### src/rtl/pee_pkg.sv
// Shared types and constants for the postfix expression evaluator.
// Character codes, default sizes and the result record.
// No dependencies.
package pee_pkg;

  // Default sizes
  localparam int unsigned DEF_STACK_DEPTH = 64;
  localparam int unsigned DEF_VALUE_WIDTH = 32;

  // Width of the delivered top value
  localparam int unsigned RESULT_W = 32;

  // Character codes
  localparam logic [7:0] CH_ZERO  = 8'd48;
  localparam logic [7:0] CH_MUL   = 8'd42;
  localparam logic [7:0] CH_SUB   = 8'd45;
  localparam logic [7:0] CH_ADD   = 8'd43;
  localparam logic [7:0] CH_SPACE = 8'd32;
  localparam logic [7:0] CH_NL    = 8'd10;

  // One result item
  typedef struct packed {
    logic signed [RESULT_W-1:0] top_value;
    logic                       overflow_seen;
  } result_t;

endpackage

### src/rtl/pee_char_if.sv
// Input channel: one character byte per item, valid/ready handshake.
// Depends on nothing.
interface pee_char_if;
  logic       valid;
  logic       ready;
  logic [7:0] char_code;

  modport source (output valid, output char_code, input ready);
  modport sink (input valid, input char_code, output ready);
endinterface

### src/rtl/pee_result_if.sv
// Output channel: top value and sticky overflow flag, valid/ready handshake.
// Depends on nothing.
interface pee_result_if;
  logic               valid;
  logic               ready;
  logic signed [31:0] top_value;
  logic               overflow_seen;

  modport source (output valid, output top_value, output overflow_seen, input ready);
  modport sink (input valid, input top_value, input overflow_seen, output ready);
endinterface

### src/rtl/pee_stack_mem.sv
// Operand store: single-port-write, single-port-read synchronous RAM.
// Read data is registered and holds until the next read.
// Depends on nothing.
module pee_stack_mem #(
  parameter int unsigned DEPTH = 64,
  parameter int unsigned WIDTH = 32
) (
  input  logic                     clk,
  input  logic                     wr_en,
  input  logic [$clog2(DEPTH)-1:0] wr_addr,
  input  logic [WIDTH-1:0]         wr_data,
  input  logic                     rd_en,
  input  logic [$clog2(DEPTH)-1:0] rd_addr,
  output logic [WIDTH-1:0]         rd_data
);

  logic [WIDTH-1:0] mem [DEPTH];

  // Write port
  always_ff @(posedge clk) begin
    if (wr_en) begin
      mem[wr_addr] <= wr_data;
    end
  end

  // Registered read port
  always_ff @(posedge clk) begin
    if (rd_en) begin
      rd_data <= mem[rd_addr];
    end
  end

endmodule

### src/rtl/pee_out_buf.sv
// Two-entry output buffer (output register plus skid) for result items.
// Depends on pee_pkg and pee_result_if.
module pee_out_buf (
  input  logic             clk,
  input  logic             rst,
  input  logic             push,
  input  pee_pkg::result_t push_data,
  output logic             can_push,
  pee_result_if.source     result_out
);

  import pee_pkg::*;

  logic    out_valid;
  result_t out_data;
  logic    skid_valid;
  result_t skid_data;

  assign can_push                 = !skid_valid;
  assign result_out.valid         = out_valid;
  assign result_out.top_value     = out_data.top_value;
  assign result_out.overflow_seen = out_data.overflow_seen;

  // Control: advance the output register when it is free or taken
  always_ff @(posedge clk) begin
    if (rst) begin
      out_valid  <= 1'b0;
      skid_valid <= 1'b0;
    end else if (!out_valid || result_out.ready) begin
      out_valid  <= skid_valid || push;
      skid_valid <= skid_valid && push;
    end else if (push) begin
      skid_valid <= 1'b1;
    end
  end

  // Payload
  always_ff @(posedge clk) begin
    if (!out_valid || result_out.ready) begin
      if (skid_valid) begin
        out_data <= skid_data;
        if (push) begin
          skid_data <= push_data;
        end
      end else if (push) begin
        out_data <= push_data;
      end
    end else if (push) begin
      skid_data <= push_data;
    end
  end

endmodule

### src/rtl/postfix_expression_evaluator_unit.sv
// Postfix expression evaluator: one character item accepted per cycle while
// the output buffer has room. Top of stack and next entry live in registers;
// deeper entries sit in a synchronous RAM with registered read, refilled by
// one read after an operator when an entry remains below. A newline pushes
// a result item into the output buffer. Synchronous reset empties the stack,
// clears overflow flag and output buffer; the RAM needs no clearing pass.
module postfix_expression_evaluator_unit #(
  parameter int unsigned STACK_DEPTH = pee_pkg::DEF_STACK_DEPTH,
  parameter int unsigned VALUE_WIDTH = pee_pkg::DEF_VALUE_WIDTH
) (
  input  logic        clk,
  input  logic        rst,
  pee_char_if.sink    char_in,
  pee_result_if.source result_out
);

  import pee_pkg::*;

  localparam int unsigned CW = $clog2(STACK_DEPTH + 1);
  localparam int unsigned AW = $clog2(STACK_DEPTH);
  localparam logic [CW-1:0] FULL = CW'(STACK_DEPTH);
  localparam logic [CW-1:0] ONE  = CW'(1);
  localparam logic [CW-1:0] TWO  = CW'(2);
  localparam logic [CW-1:0] THREE = CW'(3);

  // Stack state
  logic [CW-1:0]          count;
  logic [CW-1:0]          count_next;
  logic [VALUE_WIDTH-1:0] top;
  logic [VALUE_WIDTH-1:0] top_next;
  logic [VALUE_WIDTH-1:0] second;
  logic [VALUE_WIDTH-1:0] second_next;
  logic                   second_pend;
  logic                   second_pend_next;
  logic                   ovf;
  logic                   ovf_next;

  // RAM side
  logic                   wr_en;
  logic [AW-1:0]          wr_addr;
  logic                   rd_en;
  logic [AW-1:0]          rd_addr;
  logic [VALUE_WIDTH-1:0] rd_data;

  // Operator datapath
  logic [VALUE_WIDTH-1:0] second_eff;
  logic [VALUE_WIDTH-1:0] opa;
  logic [VALUE_WIDTH-1:0] opb;
  logic [VALUE_WIDTH-1:0] op_res;
  logic [VALUE_WIDTH-1:0] digit;
  logic [CW-1:0]          wr_idx;
  logic [CW-1:0]          rd_idx;

  // Output side
  logic    accept;
  logic    can_push;
  logic    res_push;
  result_t res_data;

  assign accept        = char_in.valid && char_in.ready;
  assign char_in.ready = can_push;

  // Second entry comes from RAM read data right after an operator
  assign second_eff = second_pend ? rd_data : second;
  assign opa        = (count >= ONE) ? top : '0;
  assign opb        = (count >= TWO) ? second_eff : '0;
  assign digit      = VALUE_WIDTH'(char_in.char_code) - VALUE_WIDTH'(CH_ZERO);
  assign wr_idx     = count - TWO;
  assign rd_idx     = count - THREE;
  assign wr_addr    = wr_idx[AW-1:0];
  assign rd_addr    = rd_idx[AW-1:0];

  // Apply the operator: second op top
  always_comb begin
    case (char_in.char_code) inside
      CH_MUL:  op_res = opb * opa;
      CH_SUB:  op_res = opb - opa;
      default: op_res = opb + opa;
    endcase
  end

  // Decode the character and update the stack
  always_comb begin
    count_next       = count;
    top_next         = top;
    second_next      = second;
    second_pend_next = second_pend;
    ovf_next         = ovf;
    wr_en            = 1'b0;
    rd_en            = 1'b0;
    res_push         = 1'b0;
    res_data.top_value     = (count != '0) ? RESULT_W'($signed(top)) : '0;
    res_data.overflow_seen = ovf;
    if (accept) begin
      case (char_in.char_code) inside
        CH_NL: begin
          res_push         = 1'b1;
          count_next       = '0;
          second_pend_next = 1'b0;
        end
        CH_SPACE: begin
        end
        CH_MUL, CH_SUB, CH_ADD: begin
          top_next = op_res;
          if (count >= TWO) begin
            count_next = count - ONE;
          end else begin
            count_next = ONE;
          end
          // Refill the second entry from RAM when one remains below it
          if (count >= THREE) begin
            rd_en            = 1'b1;
            second_pend_next = 1'b1;
          end else begin
            second_pend_next = 1'b0;
          end
        end
        default: begin
          if (count == FULL) begin
            ovf_next = 1'b1;
          end else begin
            top_next   = digit;
            count_next = count + ONE;
            // Spill the second entry into RAM, drop top into second
            if (count >= TWO) begin
              wr_en = 1'b1;
            end
            if (count >= ONE) begin
              second_next      = top;
              second_pend_next = 1'b0;
            end
          end
        end
      endcase
    end
  end

  // Control registers
  always_ff @(posedge clk) begin
    if (rst) begin
      count       <= '0;
      second_pend <= 1'b0;
      ovf         <= 1'b0;
    end else begin
      count       <= count_next;
      second_pend <= second_pend_next;
      ovf         <= ovf_next;
    end
  end

  // Cached stack entries
  always_ff @(posedge clk) begin
    top    <= top_next;
    second <= second_next;
  end

  pee_stack_mem #(
    .DEPTH (STACK_DEPTH),
    .WIDTH (VALUE_WIDTH)
  ) u_mem (
    .clk     (clk),
    .wr_en   (wr_en),
    .wr_addr (wr_addr),
    .wr_data (second_eff),
    .rd_en   (rd_en),
    .rd_addr (rd_addr),
    .rd_data (rd_data)
  );

  pee_out_buf u_out (
    .clk        (clk),
    .rst        (rst),
    .push       (res_push),
    .push_data  (res_data),
    .can_push   (can_push),
    .result_out (result_out)
  );

endmodule
### src/flat_wrapper.sv
// flat-port wrapper written by rule: the top's interface ports become plain ports
module postfix_expression_evaluator_unit_flat import pee_pkg::*;
#(
  parameter int unsigned STACK_DEPTH = pee_pkg::DEF_STACK_DEPTH,
  parameter int unsigned VALUE_WIDTH = pee_pkg::DEF_VALUE_WIDTH
)
  (clk, rst, char_in_valid, char_in_char_code, char_in_ready, result_out_valid, result_out_top_value, result_out_overflow_seen, result_out_ready);
  pee_char_if char_in_i ();
  pee_result_if result_out_i ();
  input  logic clk;
  input  logic rst;
  input wire logic [$bits(char_in_i.valid)-1:0] char_in_valid;
  input wire logic [$bits(char_in_i.char_code)-1:0] char_in_char_code;
  output wire logic [$bits(char_in_i.ready)-1:0] char_in_ready;
  output wire logic [$bits(result_out_i.valid)-1:0] result_out_valid;
  output wire logic [$bits(result_out_i.top_value)-1:0] result_out_top_value;
  output wire logic [$bits(result_out_i.overflow_seen)-1:0] result_out_overflow_seen;
  input wire logic [$bits(result_out_i.ready)-1:0] result_out_ready;
  assign char_in_i.valid = char_in_valid;
  assign char_in_i.char_code = char_in_char_code;
  assign char_in_ready = char_in_i.ready;
  assign result_out_valid = result_out_i.valid;
  assign result_out_top_value = result_out_i.top_value;
  assign result_out_overflow_seen = result_out_i.overflow_seen;
  assign result_out_i.ready = result_out_ready;
  postfix_expression_evaluator_unit #(.STACK_DEPTH(STACK_DEPTH), .VALUE_WIDTH(VALUE_WIDTH)) u_core (.clk(clk), .rst(rst), .char_in(char_in_i), .result_out(result_out_i));
endmodule
### config.mk
export PLATFORM = sky130hd
export DESIGN_NAME = postfix_expression_evaluator_unit_flat
export DESIGN_NICKNAME = d
export VERILOG_FILES = /design/src/rtl/pee_pkg.sv /design/src/rtl/pee_char_if.sv /design/src/rtl/pee_result_if.sv /design/src/rtl/pee_stack_mem.sv /design/src/rtl/pee_out_buf.sv /design/src/rtl/postfix_expression_evaluator_unit.sv /design/src/flat_wrapper.sv
export SDC_FILE = /design/constraint.sdc
export NUM_CORES = 2
export LEC_CHECK = 0
export BUFFER_PORTS_ARGS = -buffer_cell sky130_fd_sc_hd__buf_2
export CORE_ASPECT_RATIO = 2
export CORE_MARGIN = 10
export CORE_UTILIZATION = 56
export DETAILED_ROUTE_END_ITERATION = 7
export PLACE_DENSITY = 0.72
export SLEW_MARGIN = 15
export SYNTH_ARGS = -nofsm -noshare
export SYNTH_HDL_FRONTEND = slang
export SYNTH_HIERARCHICAL = 1
export SYNTH_SLANG_ARGS = --single-unit
export TNS_END_PERCENT = 30
### constraint.sdc
create_clock -name clk -period 10.9 [get_ports clk]
set_input_delay 0 -clock clk [delete_from_list [all_inputs] [get_ports clk]]
set_output_delay 0 -clock clk [all_outputs]
set_load 0.05 [all_outputs]
; ---- Yosys cells after proc, flatten, opt, wreduce, memory -nomap -nowiden
; Memories as Yosys holds them, arrays and structs flattened. A register that Yosys moved wholly into a read port is not among the register bits.
; Index checks and enable logic that the tools add are counted.
; W data, S select, Z words.
[word_totals]
ramBits = 2048
mem_count = 1
register_bits = 141
output_inout_bits = 35
wordCells = 94
in_bits = 12
[classes]
n_mul = 1
bitwise_logic = 4
eq_ne = 10
add_sub_neg = 7
reduce_logical = 17
order_cmp = 3
n_mux = 40
[memory_table]
columns = memory, words, word_bits, read_ports, rd_clocked_by_memory_dff, write_ports, line
row1 = u_core.u_mem.mem, 64, 32, 1, 1, 1, pee_stack_mem.sv:17  ; logic [WIDTH-1:0] mem [DEPTH];
[op_table]
columns = cell, count
row1 = $mux W32, 8
row2 = $mux W33, 5
row3 = $mux W7, 5
row4 = $add A32 B32 Y32, 1
row5 = $eq A8 B6 Y1 const B, 4
row6 = $mul A32 B32 Y32, 1
row7 = $sub A32 B32 Y32, 1
row8 = $mux W1, 22
row9 = $ge A7 B2 Y1 const B, 2
row10 = $sub A6 B2 Y6 const B, 2
row11 = $sub A8 B6 Y9 const B, 1
row12 = $eq A8 B4 Y1 const B, 1
row13 = $reduce_and A4 Y1, 2
row14 = $add A7 B1 Y7 const B, 1
row15 = $eq A7 B7 Y1 const B, 1
row16 = $ge A7 B1 Y1 const B, 1
row17 = $reduce_bool A7 Y1, 1
row18 = $sub A7 B1 Y7 const B, 1
row19 = $reduce_and A6 Y1, 1
row20 = $reduce_and A5 Y1, 1
row21 = $ne A2 B2 Y1 const B, 2
row22 = $not A1 Y1, 4
row23 = $reduce_bool A2 Y1, 2
row24 = $ne A3 B2 Y1 const B, 1
row25 = other kinds (8), 11

; ---- Longest topological paths before layout
[logic_depth]
word_depth = 9
depth_mapped = 38
depth_no_buf = 31

; ---- By module
; Netlist, hierarchy kept.
[modules_own_cells]
columns = mod, seq_area_each_um2, cells_per_inst, area_per_inst_um2, instances
row1 = pee_stack_mem, 62459.9, 3324, 78835.6, 1
row2 = postfix_expression_evaluator_unit, 2102.0, 2569, 21959.8, 1
row3 = pee_out_buf, 2021.9, 115, 2536.2, 1

; ---- Least setup slack after synthesis
; Ideal clock, no wire load.
[synth_timing]
path_type = flip-flop to flip-flop
startpoint = register u_core.count[2]
endpoint = register u_core.top[27] (data pin)
period_less_slack_ps = 9164
t_arrival_ps = 8903
n_path_buf = 7
path_slack_ps = 1736
required_time_ps = 10639
path_stages_with_launch = 37
setup_ps = 261
cell_sequence = dfxtp_1 > clkbuf_1 > inv_1 > ha_1 > or3b_1 > buf_2 > or3_4 > buf_6 > buf_6 > clkbuf_1 > clkbuf_1 > nand2_1 > clkbuf_1 > nor2_1 > fa_1 > fa_1 > fa_1 > inv_1 > fa_1 > inv_1 > fa_1 > inv_1 > fa_1 > inv_1 > fa_1 > fa_1 > ha_1 > a21o_1 > a21o_1 > a21oi_1 > nand2_1 > a21oi_1 > o21ai_0 > a21o_1 > a21oi_1 > xnor2_1 > a221o_1
[synth_between]
elab_chain_cells = 6
word_cells_on_any_way = 10
cone_classes = add/sub (2) / mul (1) / order compare (2) / mux (5)
[synth_rtl]
columns = element, line
row1 = from (decl), postfix_expression_evaluator_unit.sv:27  ; logic [CW-1:0] count;
row2 = from (signal assigned), postfix_expression_evaluator_unit.sv:145  ; count <= count_next;
row3 = "parallel branches: the longest is 4 deep, another holds $mul A32 B32 Y32", --
row4 = $mux W32 *, postfix_expression_evaluator_unit.sv:75  ; case (char_in.char_code) inside
row5 = $mux W32 *, postfix_expression_evaluator_unit.sv:95  ; case (char_in.char_code) inside
row6 = to (signal assigned), postfix_expression_evaluator_unit.sv:153  ; top <= top_next;
row7 = to (decl), postfix_expression_evaluator_unit.sv:29  ; logic [VALUE_WIDTH-1:0] top;
; Every way passes the cells marked *.
; A chain may end at the register's enable or synchronous reset.

; ---- Worst setup path after layout
[layout_timing]
startpoint = register u_core.count[1]
endpoint = register u_core.top[24] (data pin)
; Same word-level chain as after synthesis.

==> impl_metrics.yaml <==
logic_synthesis:
  synth_cell_types: 83
  synthFlopType: "edfxtp_1"
  async_flop_share_pct: 0
  synth_most_common_cell: "edfxtp_1"
  synth_top_cell_by_area: "edfxtp_1"
  yosysSeqAreaShare_pct: 64.44
  syn_inst: 6008
  syn_area_per_cell_um2: 17.20
  synth_area_leaders: "edfxtp_1 (64%), mux4_2 (12%), fa_1 (7.9%), ha_1 (2.0%), nor2_1 (1.9%)"
  yosysTopAreaCellShare_pct: 64.22
  synth_common_cells: "edfxtp_1 (2210), mux4_2 (544), nor2_1 (516), inv_1 (410), fa_1 (409)"
  synth_edf_count: 2210
  syn_nets: 6597
  ys_ff_latch: 2221
  syn-cell-area_um2: 103300
  yosysWarnings: 6
drt:
  ant_nets: 0
  initialDrtViolationCount: 6500
  post_drt_wl_per_cell_um: 39.32
  routed_wl_mm: 343.7
  dr.pass1.iters: 6
  vias_per_cell: 6.680
  vias: 58390
  drc_errors: 0
critical_path:
  cp-start-kind: "flip-flop"
  startpoint: "u_core/count[1]$_SDFFE_PP0P_"
  r2r_end: "u_core/top[24]$_DFFE_PP_"
  end_kind: "flip-flop"
  rr_worst_depth: 24
  crit_required_ns: 11.45
  critPathKind: "flip-flop to flip-flop"
  crit_end: "u_core/top[24]$_DFFE_PP_"
  arrival_ns: 11.22
  r2r-start: "u_core/count[1]$_SDFFE_PP0P_"
  r2r_slack_ns: 0.23
  critical_path.max_fanout: 36
clocking:
  htree_levels: 4
  clk_path_buf_depth: 4
  cts_buffers: 188
  cts_tree: "built"
  cts_sinks: 2221
  clk_latency_ns: 0.85
  postCtsSetupBuffers: 0
  clk_pin_slew_worst_paths_ns: 0.07
  cts.root.buffer_cell: "clkbuf_16"
placement:
  port_buffers: 46
  gp_congestion: 1.144
  place_ws_ns: 0.4580
  dpl.hpwl_mm: 225.1
job:
  drv_cap: 0
floorplan:
  initial_core_util_pct: 56.11
  dieWidth_um: 323.7
  die_y_um: 627.5
  num_rows: 223
  io_pins: 47
  dieArea_um2: 203100
  coreArea_um2: 184200
sta:
  fin_tns_setup_ns: 0
  finalHoldViolCount: 0
  worst_pin_slew_ns: 1.410
  fin_ws_ns: 0.2258
  slew_headroom_pct: 5.799
  fin_worst_skew_ns: 0.07143
  fmax_mhz: 93.68
  slew_violations: 0
  fin_crit_ns: 10.67
  period_share_pct: 97.93
  rsz0062_at_grt: "no"
  setup_viol: 0
power:
  irDropWorstVdd_mv: 0.1279
  leakagePower_uw: 0.03971
  p_per_area_nw_per_um2: 168.6
cells_and_area:
  drive_gt1_share_pct: 20.38
  syn2layout_area_growth_pct: 10.22
  nNetsFinal: 6813
  fillCellCount: 12970
global_route:
  grt_overflow_total: 0
  grt_pass1_vias: 60530
  antenna_found_initial: 24
  grt_max_degree: 124
  grt_usage_pct: 34.62
  grt_pass1_wl_mm: 478.0
status:
  status: "finished, final reports clean"
hold_path:
  hold_path.class: "primary input to flip-flop"
-- logic make-up after synthesis --
logic type | Yosys count | share of synthesized area, %
muxes | 708 | 13.58
xor gates and xnor gates | 126 | 1.155
buffers and inverters | 735 | 2.928
adders and majority gates | 577 | 9.958
AOI/OAI and AO/OA | 498 | 3.090
DFF | 2221 | 64.44
and+or+nand+nor | 1143 | 4.854
-- cell usage in the layout (no fill, tap or decap), drive strengths merged, types with 30 or more instances in the layout --
master  count
a21oi     138
ha        168
clkbuf    223
nand3      83
nor3       30
edfxtp   2210
mux4      544
fa        409
mux2       64
mux2i     100
and2       55
inv       424
buf       311
xnor2      79
a21o       37
clkinv     88
o22ai      87
nand2     334
o21ai      77
o221ai     32
nor2      517
xor2       41
-- sequential cells by signal (all words and copies together) (netlist names) --
name,flops
u_core/count,7
u_core/u_out/skid_data,33
u_core/u_out/skid_valid,1
u_core/second,32
u_core/u_out/result_out.valid,1
u_core/u_out/result_out.top_value,32
u_core/second_pend,1
u_core/ovf,1
u_core/top,32
u_core/u_mem/rd_data,32
u_core/u_mem/mem,2048
u_core/u_out/result_out.overflow_seen,1
-- cell type report --
cell class	instances	area [um2]	area share, %
sequential	2221	66590	58.46
multi-input combinational	3052	34330	30.14
clock buffer	223	4910	4.311
tap	2362	2955	2.595
timing repair buffer	333	2485	2.182
inverter	428	1620	1.423
clock inverter	107	967.2	0.8492
antenna	15	37.54	0.03296
-- repair_timing --
item                       4_1_cts  5_1_grt
hold buffers                    22        0
setup endpoints to repair        0        5
hold endpoints to repair        89        0
resized for setup                0        2
-- report_power, final --
part	switching [uW]	total (uW)	internal [uW]
clock	2990	6590	3600
sequential	29.2	9520	9490
combinational	2110	3100	995
-- per-layer routing --
layer | share of wire [%] | vias up | global-route usage, %
met5 | 0.034 | - | 0
met4 | 13 | 16 | 36.17
met3 | 8.6 | 1367 | 8.772
met2 | 50 | 3585 | 56.88
met1 | 28 | 30270 | 34.22
li1 | - | 23160 | -
-- worst max-delay path: stages (launching register included) --
cell	delay (ns)
dfxtp_1	0.38
inv_1	0.41
ha_1	0.30
or3b_1	0.49
or3_4	0.68
nand2_1	0.49
clkinvlp_4	0.72
nand2_1	0.28
fa_1	0.43
fa_1	0.53
fa_1	0.57
inv_1	0.06
fa_1	0.46
ha_1	0.32
fa_1	0.47
fa_1	0.96
ha_1	0.31
nand4_1	0.14
o41a_1	0.49
a21boi_0	0.44
o31ai_1	0.21
a21oi_1	0.33
nor3_1	0.12
a311oi_2	0.48
o221ai_1	0.22
-- stage by stage --
stage	cell area [um2]	std cells	hold slack (ns)	util, %	total power, uW
after floorplan	103300	6008	0.06907	-	11360
after global placement	107700	8373	0.3145	58.49	12580
after detailed placement	107700	8373	0.3633	58.49	12620
after CTS	113800	8725	0.1033	61.80	19120
after global routing	113900	8727	0.1419	61.83	19680
final	113900	8741	0.1558	61.85	19210
-- how the worst min path moves through the flow --
stage | start | end | slack (ns) | cells past startpoint
after global placement | result_out_ready | u_core/u_out/skid_valid$_SDFFE_PP0P_ | 0.31 | 4
after floorplan | rst | u_core/u_out/skid_valid$_SDFFE_PP0P_ | 0.07 | 1
after CTS | char_in_char_code[4] | u_core/top[4]$_DFFE_PP_ | 0.10 | 3
after global routing | char_in_char_code[4] | u_core/top[4]$_DFFE_PP_ | 0.14 | 3
after detailed placement | rst | u_core/count[3]$_SDFFE_PP0P_ | 0.36 | 2
final | char_in_char_code[4] | u_core/top[4]$_DFFE_PP_ | 0.16 | 3
(Power assumes the default switching activity.)
